[src/rtl/core/group_survival_rate_estimator_macros.svh]
// Assertion macros for the survival-rate estimator
`ifndef GROUP_SURVIVAL_RATE_ESTIMATOR_MACROS_SVH
`define GROUP_SURVIVAL_RATE_ESTIMATOR_MACROS_SVH
`ifndef NO_ASSERTIONS
`define GSRE_ASSERT(lbl, clk, rst_n, prop, msg) \
  lbl: assert property (@(posedge clk) disable iff (!rst_n) prop) else $error(msg);
`define GSRE_ASSERT_ALWAYS(lbl, clk, prop, msg) \
  lbl: assert property (@(posedge clk) prop) else $error(msg);
`else
`define GSRE_ASSERT(lbl, clk, rst_n, prop, msg)
`define GSRE_ASSERT_ALWAYS(lbl, clk, prop, msg)
`endif
`endif

[src/rtl/core/gsre_pkg.sv]
// ----------------------------------------------------------------------------
// gsre_pkg
// Types and constants of the group survival-rate estimator.
// ----------------------------------------------------------------------------
`timescale 1ns / 1ps
package gsre_pkg;
  localparam int unsigned CntW  = 48;
  localparam int unsigned RateW = 17;
  localparam logic [RateW-1:0] OneQ16   = 17'd65536;
  localparam logic [RateW-1:0] HalfQ16  = 17'd32768;
  localparam logic [RateW-1:0] FloorQ16 = 17'd655;
  localparam logic [RateW-1:0] WeightRst = 17'd13107;

  typedef struct packed {
    logic [5:0]      group;
    logic [CntW-1:0] measured_before_selected;
    logic [CntW-1:0] measured_before_group;
    logic [CntW-1:0] measured_after_selected;
    logic [CntW-1:0] projected_before_selected;
    logic [CntW-1:0] projected_before_group;
    logic [CntW-1:0] projected_after_previous;
  } in_item_t;

  typedef struct packed {
    logic [5:0]       result_group;
    logic [RateW-1:0] historical_rate;
    logic [RateW-1:0] projected_rate;
    logic [RateW-1:0] last_collection_rate;
    logic             historical_updated;
    logic             projected_updated;
  } out_item_t;

  typedef enum logic [3:0] {
    S_IDLE, S_CLEAR, S_READ, S_DIV_HW, S_DIV_HO, S_DIV_PR, S_DIV_PS,
    S_MUL_OW, S_BLEND_A, S_BLEND_B, S_WRITE, S_OUT
  } state_e;

  // Divider operand selects
  typedef enum logic [1:0] {
    DIV_HW, DIV_HO, DIV_PR, DIV_PS
  } div_sel_e;

  typedef struct packed {
    logic     load;
    logic     clr_step;
    logic     rd;
    logic     div_start;
    div_sel_e div_sel;
    logic     div_take;
    logic     mul_ow;
    logic     blend_a;
    logic     blend_b;
    logic     wr;
    logic     out_load;
  } cmd_t;

  typedef struct packed {
    logic div_busy;
    logic clr_done;
  } sts_t;
endpackage

[src/rtl/core/gsre_ctrl.sv]
// ----------------------------------------------------------------------------
// gsre_ctrl
// Sequencer: clear after reset; per update read, four divides, multiply, blends, write, load.
// ----------------------------------------------------------------------------
`timescale 1ns / 1ps
`include "group_survival_rate_estimator_macros.svh"
module gsre_ctrl
  import gsre_pkg::*;
(
  input  logic clk_i,
  input  logic rst_ni,
  input  logic in_valid_i,
  output logic in_ready_o,
  output logic out_valid_o,
  input  logic out_ready_i,
  input  sts_t sts_i,
  output cmd_t cmd_o
);
  state_e state_q, state_d;
  logic   started_q, started_d;
  logic   ovalid_q, ovalid_d;

  always_ff @(posedge clk_i or negedge rst_ni) begin
    if (!rst_ni) begin
      state_q   <= S_CLEAR;
      started_q <= 1'b0;
      ovalid_q  <= 1'b0;
    end else begin
      state_q   <= state_d;
      started_q <= started_d;
      ovalid_q  <= ovalid_d;
    end
  end

  // Run a divide: start on entry, then wait for idle
  function automatic logic div_done(logic st, logic busy);
    return st && !busy;
  endfunction

  always_comb begin
    state_d   = state_q;
    started_d = 1'b0;
    ovalid_d  = ovalid_q && !out_ready_i;
    cmd_o     = '0;
    cmd_o.div_sel = DIV_HW;
    in_ready_o = (state_q == S_IDLE);
    unique case (state_q)
      S_CLEAR: begin
        cmd_o.clr_step = !sts_i.clr_done;
        if (sts_i.clr_done) state_d = S_IDLE;
      end
      S_IDLE: begin
        if (in_valid_i) begin
          cmd_o.load = 1'b1;
          state_d = S_READ;
        end
      end
      S_READ: begin
        cmd_o.rd = 1'b1;
        state_d = S_DIV_HW;
      end
      S_DIV_HW, S_DIV_HO, S_DIV_PR, S_DIV_PS: begin
        unique case (state_q)
          S_DIV_HW: cmd_o.div_sel = DIV_HW;
          S_DIV_HO: cmd_o.div_sel = DIV_HO;
          S_DIV_PR: cmd_o.div_sel = DIV_PR;
          default:  cmd_o.div_sel = DIV_PS;
        endcase
        started_d       = 1'b1;
        cmd_o.div_start = !started_q;
        if (div_done(started_q, sts_i.div_busy)) begin
          cmd_o.div_take = 1'b1;
          started_d = 1'b0;
          unique case (state_q)
            S_DIV_HW: state_d = S_DIV_HO;
            S_DIV_HO: state_d = S_DIV_PR;
            S_DIV_PR: state_d = S_DIV_PS;
            default:  state_d = S_MUL_OW;
          endcase
        end
      end
      S_MUL_OW: begin
        cmd_o.mul_ow = 1'b1;
        state_d = S_BLEND_A;
      end
      S_BLEND_A: begin
        cmd_o.blend_a = 1'b1;
        state_d = S_BLEND_B;
      end
      S_BLEND_B: begin
        cmd_o.blend_b = 1'b1;
        state_d = S_WRITE;
      end
      S_WRITE: begin
        cmd_o.wr = 1'b1;
        state_d = S_OUT;
      end
      S_OUT: begin
        if (!ovalid_q || out_ready_i) begin
          cmd_o.out_load = 1'b1;
          ovalid_d = 1'b1;
          state_d  = S_IDLE;
        end
      end
      default: state_d = S_IDLE;
    endcase
  end

  assign out_valid_o = ovalid_q;

  `GSRE_ASSERT(a_ready_idle, clk_i, rst_ni, in_ready_o |-> state_q == S_IDLE, "ready off idle")
  `GSRE_ASSERT(a_load_ovf, clk_i, rst_ni, cmd_o.out_load |-> (!ovalid_q || out_ready_i), "output overwrite")
  `GSRE_ASSERT(a_start_quiet, clk_i, rst_ni, cmd_o.div_start |-> !sts_i.div_busy, "divider restarted while busy")
endmodule

[config.mk]
export PLATFORM = sky130hd
export DESIGN_NAME = gsre_ctrl
export DESIGN_NICKNAME = d
export VERILOG_FILES = /design/src/rtl/core/gsre_pkg.sv /design/src/rtl/core/gsre_ctrl.sv
export VERILOG_INCLUDE_DIRS = /design/src /design/src/rtl/core
export SDC_FILE = /design/constraint.sdc
export NUM_CORES = 1
export LEC_CHECK = 0
export ABC_AREA = 1
export BUFFER_PORTS_ARGS = -buffer_cell sky130_fd_sc_hd__buf_2
export CORE_AREA = 5 5 42 44
export DETAILED_ROUTE_END_ITERATION = 6
export DIE_AREA = 0 0 47 49
export GPL_TIMING_DRIVEN = 0
export HOLD_SLACK_MARGIN = 0.1
export PLACE_DENSITY_LB_ADDON = 0.25
export SLEW_MARGIN = 20
export SYNTH_ARGS = -nofsm -noshare
export SYNTH_HDL_FRONTEND = slang
export SYNTH_SLANG_ARGS = --single-unit
[constraint.sdc]
create_clock -name clk_i -period 1.5 [get_ports clk_i]
set_input_delay 0.15 -clock clk_i [delete_from_list [all_inputs] [get_ports clk_i]]
set_output_delay 0.15 -clock clk_i [all_outputs]
set_load 0.01 [all_outputs]
# [After elaboration in Yosys (flattened, before gate mapping)]
# Index checks and enable logic that the tools add are counted.
[word_totals] register_bits=6 in_bits=6 output_inout_bits=14 word_cells=52
[classes] eq_ne=15 mux=23 reduce_logical=11
[op_table] operator="$pmux W4 S9" n=1
[op_table] operator="$mux W4" n=5
[op_table] operator="$eq A4 B3 Y1 const B" n=4
[op_table] operator="$eq A4 B4 Y1 const B" n=4
[op_table] operator="$mux W1" n=15
[op_table] operator="$pmux W2 S3" n=2
[op_table] operator="$eq A4 B2 Y1 const B" n=2
[op_table] operator="$ne A2 B2 Y1 const B" n=4
[op_table] operator="$logic_not A1 Y1" n=5
[op_table] operator="$eq A4 B1 Y1 const B" n=1
[op_table] operator="$logic_not A4 Y1" n=1
[op_table] operator="$reduce_and A4 Y1" n=1
[op_table] operator="$reduce_or A4 Y1" n=1
[op_table] operator="$logic_and A1 B1 Y1" n=2
[op_table] operator="$logic_or A1 B1 Y1" n=1

# [Depth between registers and ports, before layout]
[logic_depth] depth_word=4 mapped_depth=8 depth_no_buf=8

# [Worst setup path after synthesis]
# OpenSTA, ideal clock, no wires.
[synth_path] path_type="register to output" startpoint="register state_q[0]" endpoint="output cmd_o[5] in the netlist's numbering" arrival_time_ns=1.086 required_time_ns=1.350 setup_slack_ns=0.264 path_stages_with_launch=8 n_path_buf=0 path_cell_list="dfstp_2 nand2_2 inv_2 nand2_2 nand2_2 o21ai_4 nand3_1 inv_1"
[synth_rtl] element="from (decl)" line="gsre_ctrl.sv:19" rtl="state_e state_q, state_d;"
[synth_rtl] element="from (signal assigned)" line="gsre_ctrl.sv:29" rtl="state_q <= state_d;"
[synth_rtl] element="to (decl)" line="gsre_ctrl.sv:17" rtl="output cmd_t cmd_o"

==> results by stage <==
Place:
- The post-place setup slack is 0.0713 ns.
- Detailed placement finished with a half-perimeter wire length of 875 um.
- The number of buffers inserted by port buffering is 19.
- The final weighted congestion in routability-driven placement is 0.729.

Timing:
- The post-route worst hold slack is 0.215 ns.
- For the pin with the worst max-slew slack, the measured transition is 0.250 ns.
- In the post-route analysis, the smallest setup slack over all paths is -0.103 ns.
- The worst pin sits at a relative slew slack of 83.3%.
- The timing-limited maximum frequency is 0.624 GHz.
- The number of setup violations in the final report is 5.
- The final critical-path share of the clock period is 107%.
- The hold violation total from the final report is 0.
- The max-slew violation total from the final report came to 0.
- For the finished layout, the period the worst path requires is 1.60 ns.
- Setup repair after global routing could not meet its margin everywhere.
- The clock skew after layout is 0.00995 ns.

Critical path:
- The maximum fanout encountered on the critical timing path is 5.
- The cell that appears most often on the critical path is nand2_4.
- The endpoint type of the worst setup path is a primary output.
- The data arrival at the endpoint of the critical path is 1.45 ns.
- The endpoint required time on the critical path is 1.35 ns.
- The worst setup path is launched from a register.
- By startpoint and endpoint, the worst setup path is classified as reg -> out.
- The cell type of the slowest stage on the worst timing path is dfstp_2.
- The critical path goes through nand2_4 -> inv_4 -> nand2_2 -> nand2_4 -> o21ai_4 -> nand3_2 -> inv_2 -> buf_6.
- The largest incremental delay on the critical path is 0.59 ns.
- The logic depth of the worst register-to-register path is 9.

Floorplanning:
- The initial core utilization is 32.1%.
- The count of standard-cell rows is 14.
- The number of primary I/O pins is 20.
- The die extent in x is 47 um.
- In this run the vertical extent of the chip is 49 um.
- The floorplan step defined a core boundary enclosing 0.00140 sq mm.
- The floorplan step defined a die boundary enclosing 0.00230 sq mm.

Yosys:
- The netlist uses 13 different library cells.
- The net count after synthesis is 78.
- The synthesized design contains 6 register bits.
- Yosys printed 0 warnings.
- The synthesized instance count is 72.
- The average footprint of a synthesized cell is 6.24 sq um.
- The sequential cell area fraction in the yosys report is 33.7%.
- Summing every instance area after synthesis gives 449 sq um.

Detailed routing:
- After the first detailed-routing iteration, the DRC count stood at 13.
- The first detailed-routing pass ran for 6 iterations.
- Detailed routing inserted a total of 547 vias.
- Once detail routing completed, the nets flagged for antenna violations numbered 0.
- For this run, design rule violations remaining after detail routing come to 0.
- The detail-routed net length per standard cell is 9.67 um.
- After detailed routing, the total wire length is 1.20 mm.
- The routed via count divided by cell count is 4.41.

Global route:
- The first-pass GRT wire length is 1.95 mm.
- The number of antenna violations at the first check in global routing was 0.
- The via count of the first global-routing pass is 467.
- For this run, the total global-route usage over all layers was measured as 11.2%.
- The total congestion overflow is 0.
- The pin count of the biggest net entering global routing is 7.

Final layout:
- The final layout contains 115 nets.
- The antenna diode count is 0.
- Relative to the synthesized area, the layout overhead comes to 71.6%.
- The most common library cell in the layout ignoring fill and taps is buf_2.
- In the layout the commonest cells are buf_2, nand2_1, inv_1, buf_4, nor2_1.
- The fraction of final layout cells sized beyond drive strength 1 is 55.6%.

Clock tree:
- The clock latency of the later-clocked register in the worst-skew pair is 0.25 ns.
- The clock tree from TritonCTS is done.
- Buffers inserted during clock tree synthesis total 3.
- The maximum root-to-sink buffer count is 2.
- In this run the clock root is driven by a clkbuf_4.
- The number of clock sinks is 6.
- Clock-pin slew was measured on the worst setup and hold paths at 0.05 ns.
- In this run the number of H-tree levels came out at 1.

Pwr:
- IR analysis of the VDD net gives a maximum drop of 1060 uV.
- In this run the static leakage power is 0.468 nW.
- The total chip power is 1.77 mW.
- In this run the power density over the cells is 2300 mW/mm^2.

Flow run:
- The tool flagged a number of max-cap violations equal to 0.

Status:
- The checks that failed: negative setup slack.
- The run finished, with violations left.

Hold path:
- The worst hold path was traced through 4 stages.
- The path class of the tightest hold or removal check is in -> reg.
[power breakdown]
| group | leakage (nW) | switching, mW | internal, mW |
|---|---|---|---|
| clock network | 0.0150 | 0.0606 | 0.101 |
| logic | 0.380 | 0.674 | 0.570 |
| registers | 0.0729 | 0.114 | 0.251 |
[state kept, by name (all words and copies together), names as in the netlist]
| name | cells |
|---|---|
| out_valid_o | 1 |
| started_q | 1 |
| state_q | 4 |
[stage by stage]
step                TNS (ns)  std cells  util, %  instance area, sq um
floorplan                  0         72        -                   449
global placement           0        107     40.3                   564
detailed placement         0        107     40.3                   564
CTS                   -0.127        118     49.2                   689
global route          -0.902        124     55.0                   771
finish                -0.312        124     55.0                   771
[cell usage after synthesis]
master	number	area, sq um
o21ai_4	1	16.3
dfrtp_1	5	125
inv_1	14	52.6
dfstp_2	1	26.3
nand2_1	16	60.1
nor2_2	3	18.8
nor2_1	12	45.0
nand3_1	6	30.0
a21oi_1	4	20.0
o21ai_0	1	5.00
nor3_1	1	5.00
nand2_2	6	37.5
inv_2	2	7.51
[cell type report]
type                            instances  area, sq um
Inverter                               16         62.6
Clock buffer                            4         26.3
Sequential cell                         6          154
Tap cell                               16         20.0
Multi-Input combinational cell         50          303
Fill cell                             141          631
Timing Repair Buffer                   32          205
[routing by layer]
layer / GRT usage [%] / routed length [um] / vias up
met4: 4.15 / 19 / 0
met3: 2.21 / 102 / 2
met1: 14.3 / 516 / 239
li1: - / - / 285
met5: 0 / 0 / -
met2: 18.1 / 561 / 21
[cells by family (layout without fill, tap and decap cells)]
logic type | count (synthesis) | count (layout) | synth area share, %
buffers and inverters | 16 | 52 | 13.4
flip-flops | 6 | 6 | 33.7
AND/OR/NAND/NOR | 44 | 44 | 43.7
AO/OA/AOI/OAI | 6 | 6 | 9.19
[critical path: cells and delay by family, from the launching register on]
kind                   cells  cell delay, ns
buffers and inverters      3            0.23
flip-flops                 1            0.59
AND/OR/NAND/NOR            4            0.34
AO/OA/AOI/OAI              1            0.06
[final timing paths]
path	startpoint	to	slack, ns
worst min-delay path	sts_i[1]	state_q[2]$_DFFE_PN0P_	0.22
min in group asynchronous	rst_ni	out_valid_o$_DFF_PN0_	0.27
worst max-delay path	state_q[0]$_DFFE_PN1P_	cmd_o[5]	-0.10
worst min register to register	out_valid_o$_DFF_PN0_	out_valid_o$_DFF_PN0_	0.62
max in group asynchronous	rst_ni	state_q[0]$_DFFE_PN1P_	0.99
worst max register to register	state_q[0]$_DFFE_PN1P_	state_q[1]$_DFFE_PN0P_	0.07
[repair_timing]
item                                   CTS  global route
cloned                                   0             0
endpoints found under the hold margin    6             0
pin swaps                                6             8
gates resized for setup                 12            12
hold buffers                             1             0
setup buffers                            6             6
setup endpoints to repair                4             9
Note: power is estimated with default switching activity, not from simulation.
